`src/sv/nrp_pkg.sv`:
```
`timescale 1ns / 1ps
`default_nettype none
// ---------------------------------------------------------------------------
// nrp_pkg
// Shared widths, datapath operation codes, handshake structs and the
// saturating fixed-point helpers of the Numerov radial propagator.
// ---------------------------------------------------------------------------
package nrp_pkg;

   localparam int DATA_W   = 32;
   localparam int FRAC_W   = 20;
   localparam int MESH_W   = 31;
   localparam int CSR_AW   = 1;
   localparam int NUM_W    = 52;
   localparam int ROOT_W   = 26;
   localparam int OP_W     = 5;

   localparam logic [CSR_AW-1:0] REG_ENERGY    = 1'b0;
   localparam logic [CSR_AW-1:0] REG_MESH_STEP = 1'b1;

   // datapath operations issued by the controller
   localparam logic [OP_W-1:0] OP_NONE     = 5'd0;
   localparam logic [OP_W-1:0] OP_LOAD     = 5'd1;
   localparam logic [OP_W-1:0] OP_MUL_AA   = 5'd2;
   localparam logic [OP_W-1:0] OP_QA       = 5'd3;
   localparam logic [OP_W-1:0] OP_MUL_DD   = 5'd4;
   localparam logic [OP_W-1:0] OP_D2       = 5'd5;
   localparam logic [OP_W-1:0] OP_MUL_GD   = 5'd6;
   localparam logic [OP_W-1:0] OP_G        = 5'd7;
   localparam logic [OP_W-1:0] OP_SQRT     = 5'd8;
   localparam logic [OP_W-1:0] OP_DIV_SEED = 5'd9;
   localparam logic [OP_W-1:0] OP_TW0      = 5'd10;
   localparam logic [OP_W-1:0] OP_C0       = 5'd11;
   localparam logic [OP_W-1:0] OP_TW1      = 5'd12;
   localparam logic [OP_W-1:0] OP_C1       = 5'd13;
   localparam logic [OP_W-1:0] OP_TW2      = 5'd14;
   localparam logic [OP_W-1:0] OP_C2       = 5'd15;
   localparam logic [OP_W-1:0] OP_MUL_P1   = 5'd16;
   localparam logic [OP_W-1:0] OP_P1       = 5'd17;
   localparam logic [OP_W-1:0] OP_MUL_P2   = 5'd18;
   localparam logic [OP_W-1:0] OP_P2       = 5'd19;
   localparam logic [OP_W-1:0] OP_NUM      = 5'd20;
   localparam logic [OP_W-1:0] OP_DIV_W    = 5'd21;
   localparam logic [OP_W-1:0] OP_WAVE     = 5'd22;

   typedef struct packed {
      logic [OP_W-1:0] op;
   } cmd_type;

   typedef struct packed {
      logic is_seed;
      logic sqrt_done;
      logic div_done;
      logic out_free;
   } status_type;

   localparam logic [DATA_W-1:0] VAL_MAX = 32'h7fff_ffff;
   localparam logic [DATA_W-1:0] VAL_MIN = 32'h8000_0000;

   // magnitude of a signed word
   function automatic logic [DATA_W-1:0] mag32(input logic [DATA_W-1:0] x);
      mag32 = x[DATA_W-1] ? (~x + 32'd1) : x;
   endfunction

   // clamp a sign and magnitude to the signed range: {clamped, value}
   function automatic logic [DATA_W:0] sat_mag_f(input logic neg, input logic [63:0] m);
      if (neg) begin
         if (m > 64'h0000_0000_8000_0000) sat_mag_f = {1'b1, VAL_MIN};
         else sat_mag_f = {1'b0, 32'd0 - m[DATA_W-1:0]};
      end else begin
         if (m > 64'h0000_0000_7fff_ffff) sat_mag_f = {1'b1, VAL_MAX};
         else sat_mag_f = {1'b0, m[DATA_W-1:0]};
      end
   endfunction

   // clamp a widened signed sum to the signed range: {clamped, value}
   function automatic logic [DATA_W:0] sat_s34_f(input logic signed [DATA_W+1:0] x);
      if (x > 34'sh0_7fff_ffff) sat_s34_f = {1'b1, VAL_MAX};
      else if (x < -34'sh0_8000_0000) sat_s34_f = {1'b1, VAL_MIN};
      else sat_s34_f = {1'b0, x[DATA_W-1:0]};
   endfunction

   function automatic logic signed [DATA_W+1:0] sx34(input logic [DATA_W-1:0] x);
      sx34 = signed'({{2{x[DATA_W-1]}}, x});
   endfunction

endpackage : nrp_pkg
`default_nettype wire

```
`src/sv/nrp_ctrl.sv`:
```
`timescale 1ns / 1ps
`default_nettype none
// ---------------------------------------------------------------------------
// nrp_ctrl
// Sequencer of the propagator: steps the datapath through the g term, then
// either the seed root and divide or the three-term recurrence.
// ---------------------------------------------------------------------------
module nrp_ctrl import nrp_pkg::*; (
   input  wire logic       clock,
   input  wire logic       reset,
   input  wire logic       req_valid,
   output logic            req_ready,
   input  wire status_type status,
   output cmd_type         cmd
);

   localparam logic [4:0] ST_IDLE  = 5'd0;
   localparam logic [4:0] ST_MAA   = 5'd1;
   localparam logic [4:0] ST_QA    = 5'd2;
   localparam logic [4:0] ST_MDD   = 5'd3;
   localparam logic [4:0] ST_D2    = 5'd4;
   localparam logic [4:0] ST_MGD   = 5'd5;
   localparam logic [4:0] ST_G     = 5'd6;
   localparam logic [4:0] ST_SQ_GO = 5'd7;
   localparam logic [4:0] ST_SQ_W  = 5'd8;
   localparam logic [4:0] ST_DS_GO = 5'd9;
   localparam logic [4:0] ST_DS_W  = 5'd10;
   localparam logic [4:0] ST_T0    = 5'd11;
   localparam logic [4:0] ST_C0    = 5'd13;
   localparam logic [4:0] ST_T1    = 5'd14;
   localparam logic [4:0] ST_C1    = 5'd16;
   localparam logic [4:0] ST_T2    = 5'd17;
   localparam logic [4:0] ST_C2    = 5'd19;
   localparam logic [4:0] ST_MP1   = 5'd20;
   localparam logic [4:0] ST_P1    = 5'd21;
   localparam logic [4:0] ST_MP2   = 5'd22;
   localparam logic [4:0] ST_P2    = 5'd23;
   localparam logic [4:0] ST_NUM   = 5'd24;
   localparam logic [4:0] ST_DW_GO = 5'd25;
   localparam logic [4:0] ST_DW_W  = 5'd26;
   localparam logic [4:0] ST_OUT   = 5'd27;

   logic [4:0] state_ff, state_in;

   // next state and issued operation
   always_comb begin
      state_in = state_ff;
      cmd.op   = OP_NONE;
      unique case (state_ff)
         ST_IDLE: if (req_valid) begin
            cmd.op   = OP_LOAD;
            state_in = ST_MAA;
         end
         ST_MAA: begin cmd.op = OP_MUL_AA; state_in = ST_QA;  end
         ST_QA:  begin cmd.op = OP_QA;     state_in = ST_MDD; end
         ST_MDD: begin cmd.op = OP_MUL_DD; state_in = ST_D2;  end
         ST_D2:  begin cmd.op = OP_D2;     state_in = ST_MGD; end
         ST_MGD: begin cmd.op = OP_MUL_GD; state_in = ST_G;   end
         ST_G: begin
            cmd.op   = OP_G;
            state_in = status.is_seed ? ST_SQ_GO : ST_T0;
         end
         ST_SQ_GO: begin cmd.op = OP_SQRT; state_in = ST_SQ_W; end
         ST_SQ_W: if (status.sqrt_done) state_in = ST_DS_GO;
         ST_DS_GO: begin cmd.op = OP_DIV_SEED; state_in = ST_DS_W; end
         ST_DS_W: if (status.div_done) state_in = ST_OUT;
         ST_T0:    begin cmd.op = OP_TW0;    state_in = ST_C0;  end
         ST_C0:    begin cmd.op = OP_C0;     state_in = ST_T1;  end
         ST_T1:    begin cmd.op = OP_TW1;    state_in = ST_C1;  end
         ST_C1:    begin cmd.op = OP_C1;     state_in = ST_T2;  end
         ST_T2:    begin cmd.op = OP_TW2;    state_in = ST_C2;  end
         ST_C2:    begin cmd.op = OP_C2;     state_in = ST_MP1; end
         ST_MP1:   begin cmd.op = OP_MUL_P1; state_in = ST_P1;  end
         ST_P1:    begin cmd.op = OP_P1;     state_in = ST_MP2; end
         ST_MP2:   begin cmd.op = OP_MUL_P2; state_in = ST_P2;  end
         ST_P2:    begin cmd.op = OP_P2;     state_in = ST_NUM; end
         ST_NUM:   begin cmd.op = OP_NUM;    state_in = ST_DW_GO; end
         ST_DW_GO: begin cmd.op = OP_DIV_W;  state_in = ST_DW_W;  end
         ST_DW_W: if (status.div_done) state_in = ST_OUT;
         // hold until the result register is free
         ST_OUT: if (status.out_free) begin
            cmd.op   = OP_WAVE;
            state_in = ST_IDLE;
         end
         default: state_in = ST_IDLE;
      endcase
   end

   always_ff @(posedge clock) begin
      if (reset) state_ff <= ST_IDLE;
      else state_ff <= state_in;
   end

   assign req_ready = (state_ff == ST_IDLE);

endmodule : nrp_ctrl
`default_nettype wire

```
`config.mk`:
```
export PLATFORM = sky130hd
export DESIGN_NAME = nrp_ctrl
export DESIGN_NICKNAME = d
export VERILOG_FILES = /design/src/sv/nrp_pkg.sv /design/src/sv/nrp_ctrl.sv
export SDC_FILE = /design/constraint.sdc
export NUM_CORES = 1
export LEC_CHECK = 0
export BUFFER_PORTS_ARGS = -buffer_cell sky130_fd_sc_hd__buf_2
export CAP_MARGIN = 15
export CORE_AREA = 2 2 39 41
export CTS_BUF_LIST = sky130_fd_sc_hd__clkbuf_8
export CTS_CLUSTER_DIAMETER = 80
export CTS_CLUSTER_SIZE = 20
export DETAILED_ROUTE_END_ITERATION = 6
export DIE_AREA = 0 0 41 43
export GPL_TIMING_DRIVEN = 0
export PLACE_DENSITY_LB_ADDON = 0.2
export SYNTH_ARGS = -nofsm -noshare
export SYNTH_HDL_FRONTEND = slang
export SYNTH_SLANG_ARGS = --single-unit
```
`constraint.sdc`:
```
create_clock -name clock -period 2.3 [get_ports clock]
set_input_delay 0.575 -clock clock [delete_from_list [all_inputs] [get_ports clock]]
set_output_delay 0.575 -clock clock [all_outputs]
set_load 0.005 [all_outputs]
```
# --- Word level (Yosys, flattened, before mapping) ---
# Index checks and enable logic that the tools add are counted.
word_totals:
  latch_bits: 0
  elab_cells: 41
  input_bits: 7
  mem_bits_ro: 0
  output_inout_bits: 6
  mem_bits_rw: 0
  regBits: 5
  memories: 0
op_classes:
  n_bitwise: 0
  n_mux: 9
  n_mul: 0
  reduce_logical: 3
  shifts: 0
  addsub: 0
  magnitude_cmp: 0
  div_mod_pow: 0
  n_eq_ne: 28
ops:
  columns: ["operator", "count"]
  rows:
  - ["case mux 5 bit (24 select lines)", 1]
  - ["case mux 5 bit (22 select lines)", 1]
  - ["== test 5 bit, second input constant", 11]
  - ["== test 5 x 4 -> 1 bit, second input constant", 6]
  - ["two-way mux 5 bit", 5]
  - ["== test 5 x 3 -> 1 bit, second input constant", 4]
  - ["== test 5 x 2 -> 1 bit, second input constant", 2]
  - ["inequality test 2 bit, second input constant", 3]
  - ["== test 5 x 1 -> 1 bit, second input constant", 1]
  - ["logical NOT 5 bit", 1]
  - ["two-way mux 4 bit", 1]
  - ["AND reduction 4 bit", 1]
  - ["inequality test 2 x 1 -> 1 bit, second input constant", 1]
  - ["OR reduction 2 bit", 1]
  - ["two-way mux 1 bit", 1]

# --- Longest topological paths before layout ---
# Gate-level depths: netlist (run 1).
logic_depth:
  depth_word: 4
  ltp_mapped: 5
  depth_no_buf: 4

# --- Worst setup path after synthesis (run 1) ---
# No wires, ideal clock.
synth_path:
  kind: "reg2out"
  from: "reg state_ff[3]"
  to: "out cmd[1] in the netlist's numbering"
  stages_incl_launch_ff: 6
  required_ns: 1.725
  path_slack_ns: 0.394
  arrival_ns: 1.331
  n_path_buf: 2
  path_cell_list: "dfxtp_1 clkbuf_1 clkbuf_1 nor3_1 o21ai_0 o311ai_0"
synth_lines:
  columns: ["item", "line", "text"]
  rows:
  - ["start, declared", "nrp_ctrl.sv:43", "logic [4:0] state_ff, state_in;"]
  - ["start signal, assigned", "nrp_ctrl.sv:91", "else state_ff <= state_in;"]
  - ["end, declared", "nrp_ctrl.sv:14", "output cmd_type cmd"]

==> flow_summary.ini, run 1 <==
[global_route]
antenna_found_initial = 0
grt_pass1_wl_um = 2740
grt_max_degree = 20
grt_usage = 0.216
gr-total-overflow = 0
grt_pass1_vias = 683

[detailed_routing]
routed_wl_um = 1660
vias = 716
wl_per_cell_um = 13.8
drt-pass1-iter-count = 6
drt_iter0_markers = 25
final_antenna_net_count = 0
via_per_inst = 5.92
drc = 0

[placed_design]
gp_congestion = 0.812
place_area_sq_um = 697
place_hpwl_um = 1210
io_buffers = 12

[die]
die_width_um = 41
core_area_sq_um = 1380
rows = 14
fp.dieH_um = 43
start_util = 0.446
die_area_sq_um = 1760
num_io_pins = 13

[clocking]
cts_tree = done
cts_setup_buffers = 0
clock_sinks = 5
clk_pin_slew_ns = 0.03
numCtsBuffers = 3
clockRootBuffer = clkbuf_8
clkLatencyLatePin_ns = 0.22
ctsLongestPathBuffers = 2
htree_levels = 1

[layout]
drive_above_1_share = 0.286
diodes = 0
fin_nets = 113
largest_reg_flops = 5
syn2layout_area_growth_pct = 22.5
stdcell_area_sq_um = 756
utilization = 0.546
top_register = state_ff
top_regs = state_ff (5)

[worst_setup_path]
critical_path.top_delay_family = buffers and inverters
criticalPathCategory = register to output pin
critical_path_required_ns = 1.73
cpPeakStageDelay_ns = 0.32
path_cells = buf_6 > clkbuf_1 > a311oi_1 > o21ai_0 > o311ai_0 > buf_2
endpoint_kind = output pin
cpMaxStageDelayCell = dfxtp_1
cp-start-kind = register
crit_fanout = 10
crit_arrival_ns = 1.59
worstPathBufferInverterCount = 3

[yosys]
yosysUniqueCellTypes = 36
ys_ff_latch = 5
synth_area_sq_um = 617
synth_edf_count = 0
synth_ff_type = dfxtp_1
syn_inst = 90
async_flop_share = 0
synth_top_area_share = 0.162
syn_avg_cell_area_sq_um = 6.85
ys_seq_area_frac = 0.162
synthTopCellsByArea = dfxtp_1 16%, a21oi_1 8.1%, nand2_1 6.7%
yosysWarnings = 0
synth.largest_area_cell = dfxtp_1
syn-num-nets = 97

[timing]
slew_headroom = 0.654
finalSetupTns_ns = 0
slew_violations = 0
worst_pin_slew_ns = 0.512
finalCritPeriodShare = 0.943
max_freq_mhz = 461
setup_viol = 0
hold_viol = 0
fin_skew_ns = 0.000706
rsz0062_at_grt = no
fin_crit_ns = 2.17

[pwr]
peakVddDrop_mv = 0.578
power.density_nw_per_um2 = 1490
p_leak_uw = 0.000305

[outcome]
outcome = completed

[job]
maxCapViolations = 0

[min_path]
min_path_type = primary input to register
[through the flow]
stage	total power, uW	setup slack (ns)	hold slack (ns)	std cells
after floorplan	736	0.394	0.618	90
after global placement	937	0.0302	0.705	118
after detailed placement	935	0.0490	0.692	118
after CTS	1100	0.00764	0.609	121
after global routing	1220	0.0205	0.611	121
final	1120	0.131	0.606	121
[final timing paths]
check                    from           to  slack [ns]  cells past startpoint
hold / removal          reset  state_ff[3]        0.61                      2
hold reg to reg   state_ff[2]  state_ff[1]        0.71                      3
setup / recovery  state_ff[4]       cmd[1]        0.13                      6
setup reg to reg  state_ff[4]  state_ff[4]        0.59                      5
[cell usage after synthesis (3+ instances only)]
library cell  count
nor3_1            5
nand2_1          11
dfxtp_1           5
o2bb2ai_1         3
or3_1             3
nor2b_1           3
inv_1             3
a21oi_1          10
clkbuf_1          6
o21ai_0           6
nor2_1            4
[cell families after synthesis]
logic type | Yosys count | synth area share
AOI/OAI and AO/OA | 36 | 0.422
xor gates and xnor gates | 1 | 0.0142
buffers and inverters | 13 | 0.0933
DFF | 5 | 0.162
muxes | 1 | 0.0183
and+or+nand+nor | 34 | 0.290
[cell usage in the layout (no fill, tap or decap), types with 3 or more instances in the layout]
cell type / n
buf_2: 13
nand2_1: 11
a21oi_1: 10
o21ai_0: 6
nor3_1: 5
clkbuf_2: 4
inv_1: 4
nor2_1: 4
dfxtp_1: 4
nor2b_1: 3
o2bb2ai_1: 3
or3_1: 3
clkbuf_8: 3
[power breakdown]
group	switching, uW	total (uW)	internal [uW]
clock	40.1	154	114
combinational	437	804	367
sequential	41.5	166	124
total	518	1120	606
[layer usage]
layer / GRT usage / part of all wire
met3: 0.00524 / 0.025
met5: 0 / 0
met4: 0.147 / 0.016
met1: 0.282 / 0.48
met2: 0.325 / 0.48
[area by class of cell]
| type | count | area (sq um) |
|---|---|---|
| Fill cell | 141 | 628 |
| Multi-Input combinational cell | 72 | 459 |
| Sequential cell | 5 | 101 |
| Timing Repair Buffer | 12 | 60.1 |
| Buffer | 9 | 58.8 |
| Clock buffer | 3 | 41.3 |
| Tap cell | 16 | 20.0 |
| Inverter | 3 | 11.3 |
| Clock inverter | 1 | 3.75 |
[timing repair]
item,4_1_cts,5_1_grt
gates resized for setup,4,9
endpoints found under the setup margin,4,5
hold buffers,0,0
(Power assumes the default switching activity.)
==> run 2: changes to the inputs <==
- CELL_PAD_IN_SITES_DETAIL_PLACEMENT: default -> 0
- CELL_PAD_IN_SITES_GLOBAL_PLACEMENT: default -> 1
- CORE_AREA: 2 2 39 41 -> default
- CORE_ASPECT_RATIO: default -> 1.2
- CORE_MARGIN: default -> 1.5
- CORE_UTILIZATION: default -> 39
- DIE_AREA: 0 0 41 43 -> default
- GPL_ROUTABILITY_DRIVEN: default -> 0
==> flow_summary.ini, run 2 (synthesis results as in run 1) <==
[global_route]
use_met1 = 0.306
antenna_found_initial = 0
grt_usage = 0.238
top_usage_layer = met2
gr-total-overflow = 0
grt_max_degree = 20
use_met3 = 0.0290
use_met2 = 0.347
grt_pass1_wl_um = 2970
grt_pass1_vias = 675

[timing]
finalSetupTns_ns = 0
finalCritPeriodShare = 0.945
fin_skew_ns = 0.000350
max_freq_mhz = 460
slew_violations = 0
hold_viol = 0
slew_headroom = 0.656
rsz0062_at_grt = no
worst_pin_slew_ns = 0.509
setup_viol = 0
fin_crit_ns = 2.17
hold_slack_ns = 0.599

[layout]
final_cell_mix = 13 x buf_2, 11 x nand2_1, 10 x a21oi_1
drive_above_1_share = 0.295
register_area_sq_um = 103
top_register = state_ff
final_common_cell = buf_2
syn2layout_area_growth_pct = 23.3
top_regs = state_ff (5)
multi_input_area_sq_um = 459
fin_nets = 113
diodes = 0
largest_reg_flops = 5
filler_cell_count = 162
stdcell_area_sq_um = 761
utilization = 0.520

[die]
fp.dieH_um = 46.6
rows = 15
core_area_sq_um = 1460
num_io_pins = 13
start_util = 0.421
die_width_um = 39.3
die_area_sq_um = 1830

[clocking]
ctsLongestPathBuffers = 2
clk_pin_slew_ns = 0.04
clkLatencyLatePin_ns = 0.22
clockRootBuffer = clkbuf_8
clock_sinks = 5
htree_levels = 1
cts_setup_buffers = 0
cts_tree = done
numCtsBuffers = 3

[min_path]
min_from = reset
min_path_type = primary input to register

[pwr]
power.density_nw_per_um2 = 1490
peakVddDrop_mv = 0.552
p_leak_uw = 0.000306

[worst_setup_path]
endpoint_kind = output pin
critPathLaunch = state_ff[4]
crit_arrival_ns = 1.60
r2r_start = state_ff[4]
criticalPathCategory = register to output pin
crit_fanout = 10
critical_path_required_ns = 1.73
cp-start-kind = register

[detailed_routing]
routed_wl_um = 1800
drt_iter0_markers = 22
via_per_inst = 6.07
final_antenna_net_count = 0
vias = 740
drt-pass1-iter-count = 4
wl_per_cell_um = 14.7
drc = 0

[placed_design]
place_area_sq_um = 698
place_hpwl_um = 1270
io_buffers = 12

[job]
maxCapViolations = 0

[outcome]
outcome = completed
[run 2: cell count changes in the layout (fill, tap and decap cells not counted)]
cell      delta
dfxtp_2      +1
dfxtp_1      -1
clkbuf_2     -1
clkbuf_4     +1
[run 2: routing by layer]
metal  vias up  wire [um]
met4         0         46
li1        369          -
met3         5        105
met1       340        755
met2        26        891
met5         -          0
[run 2: layout make-up]
| class | instances | area share |
|---|---|---|
| Inverter | 3 | 0.0148 |
| Buffer | 9 | 0.0806 |
| Multi-Input combinational cell | 72 | 0.604 |
| Tap cell | 17 | 0.0280 |
| Clock inverter | 1 | 0.00493 |
| Clock buffer | 3 | 0.0543 |
| Timing Repair Buffer | 12 | 0.0789 |
| Sequential cell | 5 | 0.135 |
[run 2: final timing paths]
path	end	slack [ns]	depth (start not counted)
max	cmd[1]	0.13	6
min	state_ff[3]	0.60	2
max reg2reg	state_ff[4]	0.60	5
min reg2reg	state_ff[1]	0.71	3
[run 2: power by group]
group,switching (uW),leakage (uW),internal (uW)
clock network,47.2,0.0000269,115
logic,440,0.000237,368
registers,40.3,0.0000417,126
total,528,0.000306,610
[run 2: what timing repair did]
action                                  4_1_cts  5_1_grt
gates resized for setup                       6        8
endpoints found under the setup margin        4        5
hold buffers                                  0        0
[run 2: worst max-delay path, cell delays in order (launching register included)]
cell,delay (ns)
dfxtp_1,0.31
buf_6,0.13
clkbuf_1,0.33
a311oi_1,0.14
o21ai_0,0.16
o311ai_0,0.14
buf_2,0.16
[run 2: through the flow]
step                      total power [uW]  cells  setup WS [ns]
after floorplan                        736     90          0.394
after global placement                 944    119        -0.0200
after detailed placement               939    119        0.00529
after CTS                             1110    122        0.00212
after global routing                  1240    122        0.00819
final                                 1140    122          0.127
==> run 3: changes to the inputs <==
- RECOVER_POWER: default -> 25
==> flow_summary.ini, run 3 (synthesis results as in run 1) <==
[layout]
final_cell_mix = 13 x buf_2, 11 x nand2_1, 10 x a21oi_1
stdcell_area_sq_um = 756
top_register = state_ff
syn2layout_area_growth_pct = 22.5
instances_no_fill = 122
diodes = 0
final_common_cell = buf_2
filler_cell_count = 163
largest_reg_flops = 5
drive_above_1_share = 0.286
fin_nets = 113
top_regs = state_ff (5)

[timing]
fin_crit_ns = 2.17
slew_violations = 0
rsz0062_at_grt = no
finalCritPeriodShare = 0.942
fin_skew_ns = 0.000595
setup_viol = 0
slew_headroom = 0.655
max_freq_mhz = 461
layout_setup_ws_ns = 0.133
hold_viol = 0
worst_pin_slew_ns = 0.511

[worst_setup_path]
crit_fanout = 10
critPathLaunch = state_ff[4]
critical_path_required_ns = 1.73
criticalPathCategory = register to output pin
cp-start-kind = register
r2r_start = state_ff[4]
endpoint_kind = output pin
crit_arrival_ns = 1.59

[detailed_routing]
drt_iter0_markers = 32
drc = 0
via_per_inst = 6.24
final_antenna_net_count = 0
wl_per_cell_um = 14.7
vias = 761
routed_wl_um = 1790
drt-pass1-iter-count = 4

[clocking]
ctsLongestPathBuffers = 2
clockRootBuffer = clkbuf_8
clock_sinks = 5
clkLatencyLatePin_ns = 0.22
cts_tree = done
clk_pin_slew_ns = 0.04
cts_setup_buffers = 0
numCtsBuffers = 3
htree_levels = 1

[global_route]
antenna_found_initial = 0
grt_usage = 0.238
grt_pass1_vias = 675
gr-total-overflow = 0
grt_max_degree = 20
grt_pass1_wl_um = 2970

[die]
core_area_sq_um = 1460
fp.dieH_um = 46.6
num_io_pins = 13
die_width_um = 39.3
rows = 15
start_util = 0.421
die_area_sq_um = 1830

[pwr]
power.density_nw_per_um2 = 1490
power.share.clock = 0.144
intPower_uw = 599
comb_power_share = 0.708
switching_power_uw = 524
seqPwrFrac = 0.148
power.share.switching = 0.467
peakVddDrop_mv = 0.552
p_leak_uw = 0.000307

[placed_design]
place_area_sq_um = 698
dp_slack_ns = 0.00529
io_buffers = 12
placedCellCount = 119
place_hpwl_um = 1270

[outcome]
outcome = completed

[job]
maxCapViolations = 0

[min_path]
min_path_type = primary input to register
min_from = reset
run 3: area by class of cell:
type,count,area (sq um),share of cell area
plain buffers,9,61.3,0.0811
clock buffers,3,41.3,0.0546
clock inverters,1,3.75,0.00497
inverters,3,11.3,0.0149
multi-input cells,72,454,0.601
flip-flops and latches,5,103,0.136
well taps,17,21.3,0.0281
repair buffers,12,60.1,0.0795
run 3: worst paths after layout:
check | slack, ns | cells past startpoint | end
setup reg to reg | 0.56 | 5 | state_ff[4]
hold / removal | 0.60 | 2 | state_ff[3]
setup / recovery | 0.13 | 6 | cmd[1]
hold reg to reg | 0.71 | 3 | state_ff[1]
run 3: power groups by stage:
stage | clock, uW | combinational (uW) | sequential (uW)
6_report | 161 | 795 | 166
5_1_grt | 172 | 884 | 172
4_1_cts | 167 | 787 | 160
3_5_place_dp | 0 | 778 | 161
3_3_place_gp | 0 | 783 | 161
2_1_floorplan | 0 | 589 | 147
run 3: layer usage:
metal  wire [um]  vias up  global-route usage
li1            -      368                   -
met1         779      355               0.306
met2         868       35               0.347
met3         109        3              0.0290
met4          36        0               0.193
met5           0        -                   0
run 3: metrics by stage:
step,power [uW],util,TNS [ns],hold slack [ns]
floorplan,736,-,0,0.618
global placement,944,0.477,-0.0200,0.702
detailed placement,939,0.477,0,0.710
CTS,1110,0.511,0,0.599
global route,1230,0.516,0,0.602
finish,1120,0.516,0,0.602
run 3: timing repair:
item	4_1_cts	5_1_grt
cloned	0	0
endpoints found under the setup margin	4	5
hold buffers	0	0
resized for setup	6	8
run 3: worst max-delay path, stage by stage, from the launching register on:
cell	delay, ns
dfxtp_1	0.31
buf_6	0.13
clkbuf_1	0.33
a311oi_1	0.14
o21ai_0	0.16
o311ai_0	0.14
buf_2	0.16
